### src/rtl/core/ppc_rp_pkg.sv
// ---------------------------------------------------------------------------
// PowerPC relocation patcher package
// Relocation type codes, decoded method and field form, queue entry type.
// ---------------------------------------------------------------------------
`timescale 1ns / 1ps

package ppc_rp_pkg;

    // Relocation type numbers from the PowerPC ELF32 ABI.
    localparam logic [7:0] R_ADDR32          = 8'd1;
    localparam logic [7:0] R_ADDR24          = 8'd2;
    localparam logic [7:0] R_ADDR16          = 8'd3;
    localparam logic [7:0] R_ADDR16_LO       = 8'd4;
    localparam logic [7:0] R_ADDR16_HI       = 8'd5;
    localparam logic [7:0] R_ADDR16_HA       = 8'd6;
    localparam logic [7:0] R_ADDR14          = 8'd7;
    localparam logic [7:0] R_ADDR14_BRTAKEN  = 8'd8;
    localparam logic [7:0] R_ADDR14_BRNTAKEN = 8'd9;
    localparam logic [7:0] R_REL24           = 8'd10;
    localparam logic [7:0] R_REL14           = 8'd11;
    localparam logic [7:0] R_REL14_BRTAKEN   = 8'd12;
    localparam logic [7:0] R_REL14_BRNTAKEN  = 8'd13;
    localparam logic [7:0] R_PLTREL24        = 8'd18;
    localparam logic [7:0] R_LOCAL24PC       = 8'd23;
    localparam logic [7:0] R_UADDR32         = 8'd24;
    localparam logic [7:0] R_UADDR16         = 8'd25;
    localparam logic [7:0] R_REL32           = 8'd26;
    localparam logic [7:0] R_SECTOFF         = 8'd33;
    localparam logic [7:0] R_SECTOFF_LO      = 8'd34;
    localparam logic [7:0] R_SECTOFF_HI      = 8'd35;
    localparam logic [7:0] R_SECTOFF_HA      = 8'd36;
    localparam logic [7:0] R_ADDR30          = 8'd37;
    localparam logic [7:0] R_EMB_NADDR32     = 8'd101;
    localparam logic [7:0] R_EMB_NADDR16     = 8'd102;
    localparam logic [7:0] R_EMB_NADDR16_LO  = 8'd103;
    localparam logic [7:0] R_EMB_NADDR16_HI  = 8'd104;
    localparam logic [7:0] R_EMB_NADDR16_HA  = 8'd105;

    // Field masks.
    localparam logic [31:0] MASK_B24_KEEP  = 32'hfc000003;
    localparam logic [31:0] MASK_B24_VAL   = 32'h03fffffc;
    localparam logic [31:0] MASK_B14_KEEP  = 32'hffff0003;
    localparam logic [31:0] MASK_B14_VAL   = 32'h0000fffc;
    localparam logic [31:0] MASK_B14H_KEEP = 32'hffdf0003;
    localparam logic [31:0] BIT_BR_TAKEN   = 32'h00200000;
    localparam logic [31:0] MASK_W30_KEEP  = 32'h00000003;
    localparam logic [31:0] MASK_W30_VAL   = 32'hfffffffc;

    localparam logic STORE_WORD = 1'b0;
    localparam logic STORE_HALF = 1'b1;
    localparam logic STAT_OK    = 1'b0;
    localparam logic STAT_BAD   = 1'b1;

    typedef enum logic [1:0] {
        METH_ABS  = 2'd0,
        METH_REL  = 2'd1,
        METH_SECT = 2'd2,
        METH_NEG  = 2'd3
    } method_t;

    typedef enum logic [3:0] {
        FORM_W32  = 4'd0,
        FORM_B24  = 4'd1,
        FORM_H16  = 4'd2,
        FORM_HI   = 4'd3,
        FORM_HA   = 4'd4,
        FORM_LO   = 4'd5,
        FORM_B14  = 4'd6,
        FORM_B14T = 4'd7,
        FORM_B14N = 4'd8,
        FORM_W30  = 4'd9
    } form_t;

    // One classified item as it waits between front and back.
    typedef struct packed {
        logic        known;
        method_t     method;
        form_t       form;
        logic [31:0] target;
        logic [31:0] sum_sa;
        logic [31:0] sum_sect;
        logic [31:0] diff_neg;
        logic [31:0] old_word;
    } entry_t;

endpackage

### src/rtl/core/ppc_rp_front.sv
// ---------------------------------------------------------------------------
// PowerPC relocation patcher front end
// Holds the load base, decodes the type and forms the operand sums.
// ---------------------------------------------------------------------------
`timescale 1ns / 1ps

module ppc_rp_front
    import ppc_rp_pkg::*;
(
    input  logic        clk,
    input  logic        rst_n,
    input  logic        cfg_we,
    input  logic [31:0] cfg_wdata,
    input  logic [7:0]  reloc_type,
    input  logic [31:0] offset,
    input  logic signed [31:0] addend,
    input  logic [31:0] symbol_address,
    input  logic [31:0] old_word,
    output entry_t      entry
);

    logic [31:0] load_base_reg;
    logic [31:0] load_base_next;
    logic [31:0] addend_u;
    logic        known;
    method_t     method;
    form_t       form;

    assign load_base_next = cfg_we ? cfg_wdata : load_base_reg;

    always_ff @(posedge clk or negedge rst_n)
    begin
        if (!rst_n)
        begin
            load_base_reg <= 32'd0;
        end
        else
        begin
            load_base_reg <= load_base_next;
        end
    end

    always_comb
    begin
        known  = 1'b1;
        method = METH_ABS;
        form   = FORM_W32;
        case (reloc_type)
            R_ADDR32:          begin method = METH_ABS;  form = FORM_W32;  end
            R_ADDR24:          begin method = METH_ABS;  form = FORM_B24;  end
            R_ADDR16:          begin method = METH_ABS;  form = FORM_H16;  end
            R_ADDR16_LO:       begin method = METH_ABS;  form = FORM_LO;   end
            R_ADDR16_HI:       begin method = METH_ABS;  form = FORM_HI;   end
            R_ADDR16_HA:       begin method = METH_ABS;  form = FORM_HA;   end
            R_ADDR14:          begin method = METH_ABS;  form = FORM_B14;  end
            R_ADDR14_BRTAKEN:  begin method = METH_ABS;  form = FORM_B14T; end
            R_ADDR14_BRNTAKEN: begin method = METH_ABS;  form = FORM_B14N; end
            R_REL24:           begin method = METH_REL;  form = FORM_B24;  end
            R_REL14:           begin method = METH_REL;  form = FORM_B14;  end
            R_REL14_BRTAKEN:   begin method = METH_REL;  form = FORM_B14T; end
            R_REL14_BRNTAKEN:  begin method = METH_REL;  form = FORM_B14N; end
            R_PLTREL24:        begin method = METH_REL;  form = FORM_B24;  end
            R_LOCAL24PC:       begin method = METH_REL;  form = FORM_B24;  end
            R_UADDR32:         begin method = METH_ABS;  form = FORM_W32;  end
            R_UADDR16:         begin method = METH_ABS;  form = FORM_H16;  end
            R_REL32:           begin method = METH_REL;  form = FORM_W32;  end
            R_SECTOFF:         begin method = METH_SECT; form = FORM_W32;  end
            R_SECTOFF_LO:      begin method = METH_SECT; form = FORM_LO;   end
            R_SECTOFF_HI:      begin method = METH_SECT; form = FORM_HI;   end
            R_SECTOFF_HA:      begin method = METH_SECT; form = FORM_HA;   end
            R_ADDR30:          begin method = METH_REL;  form = FORM_W30;  end
            R_EMB_NADDR32:     begin method = METH_NEG;  form = FORM_W32;  end
            R_EMB_NADDR16:     begin method = METH_NEG;  form = FORM_H16;  end
            R_EMB_NADDR16_LO:  begin method = METH_NEG;  form = FORM_LO;   end
            R_EMB_NADDR16_HI:  begin method = METH_NEG;  form = FORM_HI;   end
            R_EMB_NADDR16_HA:  begin method = METH_NEG;  form = FORM_HA;   end
            default:           known = 1'b0;
        endcase
    end

    assign addend_u = $unsigned(addend);

    // Every candidate sum is formed here so the back end needs one subtract at most.
    always_comb
    begin
        entry.known    = known;
        entry.method   = method;
        entry.form     = form;
        entry.target   = load_base_reg + offset;
        entry.sum_sa   = symbol_address + addend_u;
        entry.sum_sect = offset + addend_u;
        entry.diff_neg = addend_u - symbol_address;
        entry.old_word = old_word;
    end

endmodule

### src/rtl/core/ppc_rp_queue.sv
// ---------------------------------------------------------------------------
// PowerPC relocation patcher decoupling queue
// Short register queue of classified items between front and back.
// ---------------------------------------------------------------------------
`timescale 1ns / 1ps

module ppc_rp_queue
    import ppc_rp_pkg::*;
#(
    parameter int DEPTH = 4
)
(
    input  logic   clk,
    input  logic   rst_n,
    input  logic   wr_en,
    input  entry_t wr_data,
    input  logic   rd_en,
    output entry_t rd_data,
    output logic   full,
    output logic   not_empty
);

    localparam int PTR_W = $clog2(DEPTH);
    localparam int CNT_W = $clog2(DEPTH + 1);
    localparam logic [PTR_W-1:0] PTR_LAST = PTR_W'(DEPTH - 1);
    localparam logic [PTR_W-1:0] PTR_ONE  = PTR_W'(1);
    localparam logic [CNT_W-1:0] CNT_FULL = CNT_W'(DEPTH);
    localparam logic [CNT_W-1:0] CNT_ONE  = CNT_W'(1);

    entry_t           slot_reg [DEPTH];
    logic [PTR_W-1:0] wr_ptr_reg;
    logic [PTR_W-1:0] wr_ptr_next;
    logic [PTR_W-1:0] rd_ptr_reg;
    logic [PTR_W-1:0] rd_ptr_next;
    logic [CNT_W-1:0] count_reg;
    logic [CNT_W-1:0] count_next;

    assign full      = (count_reg == CNT_FULL);
    assign not_empty = (count_reg != '0);
    assign rd_data   = slot_reg[rd_ptr_reg];

    always_comb
    begin
        wr_ptr_next = wr_ptr_reg;
        rd_ptr_next = rd_ptr_reg;
        count_next  = count_reg;
        if (wr_en)
        begin
            wr_ptr_next = (wr_ptr_reg == PTR_LAST) ? '0 : wr_ptr_reg + PTR_ONE;
        end
        if (rd_en)
        begin
            rd_ptr_next = (rd_ptr_reg == PTR_LAST) ? '0 : rd_ptr_reg + PTR_ONE;
        end
        if (wr_en && !rd_en)
        begin
            count_next = count_reg + CNT_ONE;
        end
        else if (rd_en && !wr_en)
        begin
            count_next = count_reg - CNT_ONE;
        end
    end

    always_ff @(posedge clk or negedge rst_n)
    begin
        if (!rst_n)
        begin
            wr_ptr_reg <= '0;
            rd_ptr_reg <= '0;
            count_reg  <= '0;
        end
        else
        begin
            wr_ptr_reg <= wr_ptr_next;
            rd_ptr_reg <= rd_ptr_next;
            count_reg  <= count_next;
        end
    end

    always_ff @(posedge clk)
    begin
        if (wr_en)
        begin
            slot_reg[wr_ptr_reg] <= wr_data;
        end
    end

endmodule

### src/rtl/core/ppc_rp_back.sv
// ---------------------------------------------------------------------------
// PowerPC relocation patcher back end
// Selects the relocation value, merges it into the field, holds the result.
// ---------------------------------------------------------------------------
`timescale 1ns / 1ps

module ppc_rp_back
    import ppc_rp_pkg::*;
(
    input  logic        clk,
    input  logic        rst_n,
    input  entry_t      head,
    input  logic        head_valid,
    output logic        head_take,
    input  logic        pop,
    output logic        empty,
    output logic [31:0] target_address,
    output logic [31:0] patched_value,
    output logic        store_width,
    output logic        status
);

    logic        out_valid_reg;
    logic        out_valid_next;
    logic [31:0] target_reg;
    logic [31:0] value_reg;
    logic        width_reg;
    logic        status_reg;
    logic [31:0] v;
    logic [15:0] ha_half;
    logic [31:0] res;
    logic        half;

    // The output register reloads whenever the queue holds an item and the register is free or its item leaves.
    assign head_take      = head_valid && (!out_valid_reg || pop);
    assign out_valid_next = head_take ? 1'b1 : (pop ? 1'b0 : out_valid_reg);

    always_comb
    begin
        case (head.method)
            METH_ABS:  v = head.sum_sa;
            METH_REL:  v = head.sum_sa - head.target;
            METH_SECT: v = head.sum_sect;
            METH_NEG:  v = head.diff_neg;
            default:   v = head.sum_sa;
        endcase
    end

    // HA rounds the high half up when the low half will read as negative.
    assign ha_half = v[31:16] + {15'd0, v[15]};

    always_comb
    begin
        res  = head.old_word;
        half = STORE_WORD;
        if (head.known)
        begin
            case (head.form)
                FORM_W32: res = v;
                FORM_B24: res = (head.old_word & MASK_B24_KEEP) | (v & MASK_B24_VAL);
                FORM_H16:
                begin
                    res  = {16'd0, v[15:0]};
                    half = STORE_HALF;
                end
                FORM_HI:
                begin
                    res  = {16'd0, v[31:16]};
                    half = STORE_HALF;
                end
                FORM_HA:
                begin
                    res  = {16'd0, ha_half};
                    half = STORE_HALF;
                end
                FORM_LO:
                begin
                    res  = {16'd0, v[15:0]};
                    half = STORE_HALF;
                end
                FORM_B14: res = (head.old_word & MASK_B14_KEEP) | (v & MASK_B14_VAL);
                FORM_B14T:
                    res = (head.old_word & MASK_B14H_KEEP) | (v & MASK_B14_VAL)
                          | BIT_BR_TAKEN;
                FORM_B14N: res = (head.old_word & MASK_B14H_KEEP) | (v & MASK_B14_VAL);
                FORM_W30: res = (head.old_word & MASK_W30_KEEP) | (v & MASK_W30_VAL);
                default:  res = v;
            endcase
        end
    end

    always_ff @(posedge clk or negedge rst_n)
    begin
        if (!rst_n)
        begin
            out_valid_reg <= 1'b0;
        end
        else
        begin
            out_valid_reg <= out_valid_next;
        end
    end

    always_ff @(posedge clk)
    begin
        if (head_take)
        begin
            target_reg <= head.target;
            value_reg  <= res;
            width_reg  <= half;
            status_reg <= head.known ? STAT_OK : STAT_BAD;
        end
    end

    assign empty          = !out_valid_reg;
    assign target_address = target_reg;
    assign patched_value  = value_reg;
    assign store_width    = width_reg;
    assign status         = status_reg;

endmodule

### src/rtl/core/ppc_relocation_patcher_unit.sv
// ---------------------------------------------------------------------------
// PowerPC ELF32 relocation patcher
// Applies one relocation per item and gives the patch address and new data.
// ---------------------------------------------------------------------------
//   Channel  | Handshake        | Payload
//   ---------+------------------+-------------------------------------------
//   config   | cfg_we           | cfg_wdata (load base)
//   input    | push / full      | reloc_type, offset, addend, symbol_address,
//            |                  | old_word
//   result   | empty / pop      | target_address, patched_value,
//            |                  | store_width, status
//
// One item per cycle sustained while results are popped. At the earliest, an
// accepted item is written into the queue by the edge that accepts it and is
// then loaded into the output register that drives the result ports. The queue
// of QUEUE_DEPTH items lets the input side keep taking items while results are
// not popped; full rises once it and the output register are occupied. Reset
// clears the load base, the queue and the output valid flag at once.
`timescale 1ns / 1ps

module ppc_relocation_patcher_unit
    import ppc_rp_pkg::*;
#(
    parameter int QUEUE_DEPTH = 4
)
(
    input  logic        clk,
    input  logic        rst_n,
    input  logic        cfg_we,
    input  logic [31:0] cfg_wdata,
    input  logic        push,
    output logic        full,
    input  logic [7:0]  reloc_type,
    input  logic [31:0] offset,
    input  logic signed [31:0] addend,
    input  logic [31:0] symbol_address,
    input  logic [31:0] old_word,
    output logic        empty,
    input  logic        pop,
    output logic [31:0] target_address,
    output logic [31:0] patched_value,
    output logic        store_width,
    output logic        status
);

    entry_t front_entry;
    entry_t head_entry;
    logic   queue_full;
    logic   queue_not_empty;
    logic   head_take;
    logic   item_in;

    assign item_in = push && !queue_full;
    assign full    = queue_full;

    ppc_rp_front u_front (
        .clk            (clk),
        .rst_n          (rst_n),
        .cfg_we         (cfg_we),
        .cfg_wdata      (cfg_wdata),
        .reloc_type     (reloc_type),
        .offset         (offset),
        .addend         (addend),
        .symbol_address (symbol_address),
        .old_word       (old_word),
        .entry          (front_entry)
    );

    ppc_rp_queue #(
        .DEPTH (QUEUE_DEPTH)
    ) u_queue (
        .clk       (clk),
        .rst_n     (rst_n),
        .wr_en     (item_in),
        .wr_data   (front_entry),
        .rd_en     (head_take),
        .rd_data   (head_entry),
        .full      (queue_full),
        .not_empty (queue_not_empty)
    );

    ppc_rp_back u_back (
        .clk            (clk),
        .rst_n          (rst_n),
        .head           (head_entry),
        .head_valid     (queue_not_empty),
        .head_take      (head_take),
        .pop            (pop),
        .empty          (empty),
        .target_address (target_address),
        .patched_value  (patched_value),
        .store_width    (store_width),
        .status         (status)
    );

endmodule

### config.mk
export PLATFORM = sky130hd
export DESIGN_NAME = ppc_relocation_patcher_unit
export DESIGN_NICKNAME = d
export VERILOG_FILES = /design/src/rtl/core/ppc_rp_pkg.sv /design/src/rtl/core/ppc_rp_front.sv /design/src/rtl/core/ppc_rp_queue.sv /design/src/rtl/core/ppc_rp_back.sv /design/src/rtl/core/ppc_relocation_patcher_unit.sv
export SDC_FILE = /design/constraint.sdc
export NUM_CORES = 1
export LEC_CHECK = 0
export BUFFER_PORTS_ARGS = -buffer_cell sky130_fd_sc_hd__buf_2
export CAP_MARGIN = 20
export CORE_ASPECT_RATIO = 0.75
export CORE_MARGIN = 2
export CORE_UTILIZATION = 61
export CTS_CLUSTER_SIZE = 12
export DETAILED_ROUTE_END_ITERATION = 6
export PLACE_DENSITY = 0.83
export SLEW_MARGIN = 40
export SYNTH_ARGS = -nofsm -noshare
export SYNTH_HDL_FRONTEND = slang
export SYNTH_SLANG_ARGS = --single-unit
### constraint.sdc
create_clock -name clk -period 8.05 [get_ports clk]
set_clock_uncertainty 0.05 [all_clocks]
set_input_delay 1.61 -clock clk [delete_from_list [all_inputs] [get_ports clk]]
set_output_delay 1.61 -clock clk [all_outputs]
set_load 0.02 [all_outputs]
### After elaboration in Yosys (flattened, before gate mapping)

Memories as Yosys holds them, arrays and structs flattened.
Cells that the tools add are included.

* add/sub/neg operators: 10
* equality and inequality tests: 43
* mux-type cells: 16
* bitwise logic cells: 4
* reduce and logical (&&, ||, !) cells: 27

Operator list (count)
* $pmux W32 S8: 1
* $pmux W32 S4: 1
* $add A32 B32 Y32: 3
* $or A32 B16 Y32: 2
* $sub A32 B32 Y32: 2
* $eq A8 B4 Y1 const B: 6
* $eq A8 B5 Y1 const B: 5
* $eq A8 B6 Y1 const B: 5
* $eq A8 B7 Y1 const B: 5
* $pmux W4 S9: 1
* $eq A8 B3 Y1 const B: 4
* $mux W32: 1
* $or A2 B32 Y32: 1
* $or A32 B26 Y32: 1
* $reduce_or A28 Y1: 1
* $add A16 B1 Y16: 1
* $eq A4 B3 Y1 const B: 4
* $eq A8 B2 Y1 const B: 2
* $reduce_or A3 Y1: 4
* $reduce_or A4 Y1: 3
* $eq A2 B2 Y1 const B: 4
* $eq A4 B2 Y1 const B: 2
* $eq A4 B4 Y1 const B: 2
* $eq A8 B1 Y1 const B: 1
* 19 further kinds: 38

* bits in registers: 106
* RAM bits: 668
* output and inout port bits: 68
* memories: 1

Memory list
* u_queue.slot_reg: depth 4, bits a word 167, read ports 1, clocked after Yosys merged registers in 0, write ports 1, line ppc_rp_queue.sv:30 `entry_t slot_reg [DEPTH];`

### Depth between registers and ports, before layout

Gate-level depths: netlist of the first run.

* depth after elaboration: 7
* mapped depth: 29
* gate-level depth less buffers: 20

### Modules after synthesis

From an unflattened synthesis of the first run, not the netlist that was laid out.

* cell total of the unflattened synthesis: 2727
* area, all modules: 39130.0 um^2

Modules (own cells, without submodules)
* ppc_rp_queue: instances 1, cells an instance 910, area each 24506.0 um^2
* ppc_rp_front: instances 1, cells an instance 1135, area each 8379.3 um^2
* ppc_rp_back: instances 1, cells an instance 681, area each 6231.0 um^2
* ppc_relocation_patcher_unit: instances 1, cells an instance 1, area each 13.8 um^2

### Least setup slack after synthesis of the first run

Ideal clock, no wire load.

* kind: register -> register
* from: reg u_queue.rd_ptr_reg[0]
* to: reg u_back.value_reg[15], in the netlist u_back.patched_value[15] (data pin)
* library setup time: 0.266 ns
* arrival: 6.137 ns
* required time: 7.734 ns
* path slack: 1.597 ns
* stages on the path, launching flop included: 26
* path buffers: 11
* cell sequence: dfrtp_1 -> buf_6 -> buf_6 -> buf_4 -> buf_4 -> buf_4 -> buf_4 -> buf_2 -> buf_2 -> buf_2 -> mux4_2 -> inv_1 -> ha_1 -> clkbuf_1 -> nand2_1 -> o21ai_0 -> nor2b_1 -> a2111oi_0 -> or2_1 -> mux2i_1 -> nor2_1 -> or4b_1 -> buf_2 -> or4_4 -> a22oi_2 -> o211ai_1

RTL lines
* from (decl): line ppc_rp_queue.sv:33 `logic [PTR_W-1:0] rd_ptr_reg;`
* from (signal assigned): line ppc_rp_queue.sv:76 `rd_ptr_reg <= rd_ptr_next;`
* to (signal assigned): line ppc_rp_back.sv:109 `value_reg <= res;`
* to (decl): line ppc_rp_back.sv:26 `logic [31:0] value_reg;`

### Worst setup path in the final report of the first run

* from: reg u_queue.rd_ptr_reg[0]
* to: reg u_back.value_reg[15], in the netlist u_back.patched_value[15] (data pin)

* word-level cells in the longest chain between the ends: 6
* elaborated cells on any way between the ends: 24

RTL lines
* $mem_v2 Z4 W167 *
* $sub A32 B32 Y32, or another cell as far along: line ppc_rp_back.sv:42 `METH_REL: v = head.sum_sa - head.target;`
* $pmux W32 S4: line ppc_rp_back.sv:40 `case (head.method)`
* $add A16 B1 Y16, or another cell as far along: line ppc_rp_back.sv:50 `assign ha_half = v[31:16] + {15'd0, v[15]};`
* $pmux W32 S8: line ppc_rp_back.sv:58 `case (head.form)`
* $mux W32 *: line ppc_rp_back.sv:56 `if (head.known)`
* via u_back.res[15]: line ppc_rp_back.sv:31 `logic [31:0] res;`

The timed path passes the listed nets; every way through them passes the cells marked *.
A chain may end at the register's enable or synchronous reset.

==> run metrics, run 1 <==
core box area=62000 um2; final weighted congestion in routability-driven placement=0.956; peak supply drop=263 uV; net count reported at finish=3305; number of hold violations in the final report=0; global routing usage summed across all routing layers=31.0%; asr flop ratio synth=5.19%; count of buffers added by post-CTS timing repair for setup=0; sequential share of the synthesized area=60.0%; total leakage power=15.6 nW; flip-flop and latch count after synthesis=770; global-route wire length before repair=149000 um; Starting Density=61.6%; width of the die=293 um; category of the critical setup timing path=reg -> reg; R2R Setup Slk=1.88 ns; Rows=79; number of I/O port buffers=240; proportion of layout cells with a drive suffix above 1=20.1%; top fanout value on the critical path=40; post-synthesis net count=3059; worst setup path endpoint=u_back.patched_value[15]$_DFFE_PP_; number of flip-flops under the largest register name=664; pin count of the biggest net entering global routing=63; clock latency on the worst-skew pair=0.62 ns; cells on worst reg2reg path=15; fillers=4038; DRC violation count after routing=0; most frequent cells after synthesis=edfxtp_1, nor2_1, ha_1, mux4_2, nand2_1; worst path arrival time=6.46 ns; number of warnings reported in the yosys synthesis log=0; via count of the routed design=25463; worst setup path startpoint=u_queue.rd_ptr_reg[0]$_DFFE_PN0P_; max_slew headroom=30.9%; Clock Path Buffers=3; number of antenna violations at the first check in global routing=3; clock root buffer master=clkbuf_16; crit path cell chain=buf_12, buf_4, mux4_2, ha_1, o21a_1, a2111oi_0, o31ai_1, a31o_2, a31oi_1, nor3_1, nor3_1, o21ai_0, or4_4, a22oi_2, o211ai_1; detailed-placement wirelength estimate=70600 um; routed vias/inst=6.69; beginning of the worst register-to-register path=u_queue.rd_ptr_reg[0]$_DFFE_PN0P_; routed length per placed instance=26.2 um; total negative slack=0 ns; die boundary height=221 um; number of nets with antenna violations after detailed routing=0; cell type with the highest aggregate area in the netlist=edfxtp_1; clock transition at the registers of the reported paths=0.06 ns; number of global-route vias before repair=24307; number of detailed-routing iterations run before antenna repair=5; WP data required=8.34 ns; Most Frequent Cell on Critical Path=nor3_1; Top-Level Pins=241; count of endpoints failing setup in the final report=0; final period utilization=76.6%; number of hold buffers added after cts=0; full die area=64600 um2; delay contributed by the slowest stage of the critical path=0.68 ns; sort of element at the end of the critical path=flop; Avg Cell Area, Syn=14.1 um2; fin crit period=6.17 ns; cells resized by post-CTS repair=0; cell area power density=416 nW/um2; cell with the largest stage delay on the worst path=dfrtp_4; synthesized cell area=38200 um2; top cells by area, synth=edfxtp_1, mux4_2, ha_1; cell area reported after detailed placement=40300 um2; count of flip-flops with a built-in enable after synthesis=730; DRT iter0 DRCs=3862; Final Routed Wirelength=99600 um; area added between synthesis and finish=11.4%; Core Util, Final=68.6%; slew at the pin closest to its max-slew limit=1.03 ns; class of the tightest hold or removal check=reg -> reg; max capacitance violation total=0; clock tree from TritonCTS=built; GR Overflow Total=0; R2R Path End=u_back.patched_value[15]$_DFFE_PP_; most frequently used flop master after synthesis=edfxtp_1; top achievable clock speed=162 MHz; area share of the leading cell type in the synthesized netlist=57.4%; type of element launching the critical path=flop; number of H-tree levels=3; cell area after layout=42500 um2; setup repair after global routing missed its margin=false; post-synthesis cell count=2717; CTS sink count=770; final count of pins violating max slew=0; Inserted Clock Buffers=76; count leader, synth=edfxtp_1; outcome=finished, final reports clean; synth unique cells=87
[kinds of logic (layout without fill, tap and decap cells)]
kind of cell             Yosys count  count (layout)  synth area share, %
multiplexers                     228             228                 11.5
adder cells (fa/ha/maj)          169             169                 5.66
buffers and inverters            258             536                 2.73
other                              0               2                    0
flip-flops                       770             770                 60.0
AO/OA/AOI/OAI                    552             552                 9.35
AND/OR/NAND/NOR                  605             605                 7.65
XOR/XNOR                         135             135                 3.10
[cell type report]
type / count / area [um2] / share of cell area, %
clock inverter: 6 / 30.0 / 0.0706
tap: 810 / 1010 / 2.38
antenna: 2 / 5.00 / 0.0118
timing repair buffer: 274 / 1570 / 3.69
sequential: 770 / 22900 / 53.9
multi-input combinational: 1689 / 14300 / 33.6
inverter: 152 / 571 / 1.34
clock buffer: 104 / 2120 / 4.99
[per-layer routing]
metal  up-vias  track usage (%)  wire length [um]
met5         -                0                12
met4         2             7.04              2140
met3       189             7.10             12100
met2      1657             46.7             44600
met1     12625             46.6             40800
li1      10990                -                 -
[worst max-delay path, delay by kind of cell (launching register included)]
family / cells / cell delay (ns)
adders and majority gates: 1 / 0.41
AOI/OAI and AO/OA: 8 / 1.82
buffers and inverters: 2 / 0.93
muxes: 1 / 0.61
DFF: 1 / 0.68
and+or+nand+nor: 3 / 1.31
[power breakdown]
part	total, mW	switching, mW	internal (mW)	leakage, nW
logic	8.44	5.41	3.03	7.36
clock network	3.22	1.40	1.82	1.05
registers	6.03	0.329	5.70	7.18
[through the flow]
stage | hold WS, ns | worst slack (ns) | instances | power (mW)
6_report | 0.462 | 1.88 | 3807 | 17.7
5_1_grt | 0.475 | 1.45 | 3806 | 18.5
4_1_cts | 0.464 | 1.84 | 3804 | 17.6
3_5_place_dp | 0.451 | 1.87 | 3694 | 14.3
3_3_place_gp | 0.425 | 1.63 | 3687 | 14.1
2_1_floorplan | 0.406 | 1.60 | 2717 | 11.7
[layout by cell type (no fill, tap or decap), types with 29 or more instances in the layout]
cell type | Yosys | final
inv_1 | 151 | 151
buf_2 | 24 | 239
a21oi_1 | 142 | 141
edfxtp_1 | 730 | 730
o21ai_0 | 115 | 115
nand3_1 | 64 | 64
nor2_1 | 165 | 164
dfrtp_1 | 40 | 38
o22ai_1 | 30 | 30
nand2b_1 | 32 | 32
nand2_1 | 153 | 153
mux4_2 | 163 | 163
nor3_1 | 46 | 44
xor2_1 | 41 | 41
o21a_1 | 29 | 29
mux2_2 | 40 | 40
clkbuf_16 | 0 | 81
a21o_1 | 48 | 48
ha_1 | 163 | 163
xnor2_1 | 94 | 94
[worst min-delay path by stage]
stage / startpoint / to / slack (ns) / cells past startpoint
finish: u_front.load_base_reg[19]$_DFFE_PN0P_ / u_front.load_base_reg[19]$_DFFE_PN0P_ / 0.46 / 1
global route: u_front.load_base_reg[22]$_DFFE_PN0P_ / u_front.load_base_reg[22]$_DFFE_PN0P_ / 0.48 / 1
CTS: u_front.load_base_reg[19]$_DFFE_PN0P_ / u_front.load_base_reg[19]$_DFFE_PN0P_ / 0.46 / 1
detailed placement: u_front.load_base_reg[19]$_DFFE_PN0P_ / u_front.load_base_reg[19]$_DFFE_PN0P_ / 0.45 / 1
global placement: u_queue.count_reg[2]$_DFFE_PN0P_ / u_queue.count_reg[2]$_DFFE_PN0P_ / 0.42 / 1
floorplan: u_queue.count_reg[2]$_DFFE_PN0P_ / u_queue.count_reg[2]$_DFFE_PN0P_ / 0.41 / 1
No activity file was read; power rests on OpenSTA's default activity.
==> run 2, diff against run 1 <==
- clock period: 8.05 -> 6 ns (I/O delays scaled with it)
==> run 2 against run 1 <==
  * Worst setup slack got worse by 1.6 ns
  * Critical path depth stayed put
  * Flip-flop and latch count stayed put
  * Register-to-register slack got worse by 1.6 ns
  * Power is 36% higher
  * Clock-buffer cell count fell by 7
  * Die area stayed put
  * Design area increased by 0.44%
  * Via count increased by 0.70%
  * Sequential power grew 35%
  * Non-clock buffer count increased by 17
  * Largest power group unchanged
==> run metrics, run 2 (synthesis gave the netlist of run 1 again) <==
clock tree from TritonCTS=built (unchanged); R2R Path End=u_back.patched_value[15]$_DFFE_PP_ (unchanged); delay contributed by the slowest stage of the critical path=0.69 ns (was 0.68 ns); routed vias/inst=6.71 (was 6.69); cells on worst reg2reg path=15 (unchanged); post-route total power=24.1 mW (was 17.7 mW); category of the critical setup timing path=reg -> reg (unchanged); outcome=finished, final reports clean (unchanged); peak supply drop=356 uV (was 263 uV); number of hold buffers added after cts=0 (unchanged); top fanout value on the critical path=27 (was 40); setup repair after global routing missed its margin=false (unchanged); sort of element at the end of the critical path=flop (unchanged); fillers=4018 (was 4038); most common cell after layout, fill and taps aside=edfxtp_1 (unchanged); cell area after layout=42700 um2 (was 42500 um2); cell with the largest stage delay on the worst path=a2111oi_1 (was dfrtp_4); total negative slack=0 ns (unchanged); net count reported at finish=3322 (was 3305); commonest cells after routing, fill and taps aside=edfxtp_1, buf_2, mux4_2, nor2_1, ha_1 (was edfxtp_1, buf_2, nor2_1); number of I/O port buffers=240 (unchanged); top cell family by delay on the critical path=simple AND/OR/NAND/NOR gates (was compound AO/OA/AOI/OAI gates); width of the die=293 um (unchanged); number of buffer and inverter stages on the critical path=2 (unchanged); crit path cell chain=buf_12, mux4_2, inv_1, ha_1, nand4_1, a211oi_2, nor3_1, a2111oi_1, or2_1, mux2i_1, nor2_1, or4b_1, or4_4, a22oi_2, o211ai_1 (was buf_12, buf_4, mux4_2, ha_1, o21a_1, a2111oi_0, o31ai_1, a31o_2, a31oi_1, nor3_1, nor3_1, o21ai_0, or4_4, a22oi_2, o211ai_1); critical path depth=15 (unchanged); Clock Path Buffers=3 (unchanged); slew at the pin closest to its max-slew limit=0.864 ns (was 1.03 ns); GR Overflow Total=0 (unchanged); worst path arrival time=5.97 ns (was 6.46 ns); top achievable clock speed=176 MHz (was 162 MHz); total leakage power=15.7 nW (was 15.6 nW); beginning of the worst register-to-register path=u_queue.rd_ptr_reg[0]$_DFFE_PN0P_ (unchanged); max_slew headroom=42.0% (was 30.9%); Final Routed Wirelength=103000 um (was 99600 um); clock root buffer master=clkbuf_16 (unchanged); number of global-route vias before repair=24913 (was 24307); count of endpoints failing setup in the final report=0 (unchanged); Rows=79 (unchanged); Top-Level Pins=241 (unchanged); DRC violation count after routing=0 (unchanged); detailed-placement wirelength estimate=71200 um (was 70600 um); global routing usage summed across all routing layers=32.0% (was 31.0%); max capacitance violation total=0 (unchanged); final weighted congestion in routability-driven placement=0.968 (was 0.956); pin count of the biggest net entering global routing=103 (was 63); cell area reported after detailed placement=40400 um2 (was 40300 um2); worst setup path startpoint=u_queue.rd_ptr_reg[0]$_DFFE_PN0P_ (unchanged); type of element launching the critical path=flop (unchanged); number of H-tree levels=3 (unchanged); core box area=62000 um2 (unchanged); fin crit period=5.67 ns (was 6.17 ns); Core Util, Final=68.9% (was 68.6%); final count of pins violating max slew=0 (unchanged); number of hold violations in the final report=0 (unchanged); cell area power density=564 nW/um2 (was 416 nW/um2); proportion of layout cells with a drive suffix above 1=20.6% (was 20.1%); clock latency on the worst-skew pair=0.63 ns (was 0.62 ns); area of the multi-input gates=14300 um2 (about the same); global-route wire length before repair=153000 um (was 149000 um); sequential cell area=22900 um2 (unchanged); via count of the routed design=25640 (was 25463); R2R Setup Slk=0.33 ns (was 1.88 ns); die boundary height=221 um (unchanged); WP data required=6.30 ns (was 8.34 ns); number of flip-flops under the largest register name=664 (unchanged); DRT iter0 DRCs=3754 (was 3862); CTS sink count=770 (unchanged); number of detailed-routing iterations run before antenna repair=6 (was 5); number of antenna violations at the first check in global routing=6 (was 3); Starting Density=61.6% (unchanged); clock transition at the registers of the reported paths=0.06 ns (about the same); worst setup path endpoint=u_back.patched_value[15]$_DFFE_PP_ (unchanged); final period utilization=94.5% (was 76.6%); class of the tightest hold or removal check=reg -> reg (unchanged); area added between synthesis and finish=11.9% (was 11.4%); count of buffers added by post-CTS timing repair for setup=0 (unchanged); Inserted Clock Buffers=76 (unchanged); full die area=64600 um2 (unchanged); cells resized by post-CTS repair=0 (unchanged); number of nets with antenna violations after detailed routing=0 (unchanged); routed length per placed instance=26.8 um (was 26.2 um)
[run 2: cell types whose count changed in the layout (fill, tap and decap cells not counted), moves of 2 or more]
| cell | previous run | this run |
|---|---|---|
| bufinv_16 | 0 | 2 |
| buf_6 | 8 | 4 |
| clkbuf_1 | 22 | 16 |
| a211oi_2 | 5 | 3 |
| buf_8 | 3 | 0 |
| a211oi_1 | 21 | 23 |
| buf_4 | 18 | 40 |
| buf_12 | 5 | 7 |
[run 2: how the worst min path moves through the flow]
stage                                           from                                to  cells past startpoint  slack [ns]
floorplan           u_queue.count_reg[2]$_DFFE_PN0P_  u_queue.count_reg[2]$_DFFE_PN0P_                      1        0.41
global placement    u_queue.count_reg[2]$_DFFE_PN0P_  u_queue.count_reg[2]$_DFFE_PN0P_                      1        0.42
detailed placement  u_queue.count_reg[2]$_DFFE_PN0P_  u_queue.count_reg[2]$_DFFE_PN0P_                      1        0.44
CTS                 u_queue.count_reg[2]$_DFFE_PN0P_  u_queue.count_reg[2]$_DFFE_PN0P_                      1        0.45
global route        u_queue.count_reg[2]$_DFFE_PN0P_  u_queue.count_reg[2]$_DFFE_PN0P_                      1        0.46
finish              u_queue.count_reg[2]$_DFFE_PN0P_  u_queue.count_reg[2]$_DFFE_PN0P_                      1        0.45
[run 2: per-layer routing]
layer / part of all wire [%] / track usage (%)
met1: 40 / 46.7
met4: 2.5 / 7.97
met3: 12 / 7.08
met2: 46 / 49.7
met5: 0.012 / 0
[run 2: area by class of cell]
cell class / count / area share [%]
Antenna cell: 3 / 0.0176
Clock buffer: 97 / 4.86
Clock inverter: 11 / 0.305
Inverter: 152 / 1.34
Multi-Input combinational cell: 1689 / 33.4
Sequential cell: 770 / 53.7
Tap cell: 810 / 2.37
Timing Repair Buffer: 291 / 4.00
[run 2: power by group]
group          internal (mW)  leakage, nW  switching [mW]  total, mW
registers               7.65         7.18           0.510       8.16
logic                   4.22         7.45            7.29       11.5
clock network           2.50         1.08            1.92       4.42
total                   14.4         15.7            9.71       24.1
[run 2: metrics by stage]
stage / hold slack (ns) / setup slack (ns) / cells
2_1_floorplan: 0.406 / 0.00224 / 2717
5_1_grt: 0.464 / 0.0589 / 3820
3_3_place_gp: 0.423 / 0.418 / 3710
4_1_cts: 0.453 / 0.336 / 3818
6_report: 0.448 / 0.328 / 3823
3_5_place_dp: 0.444 / 0.404 / 3710
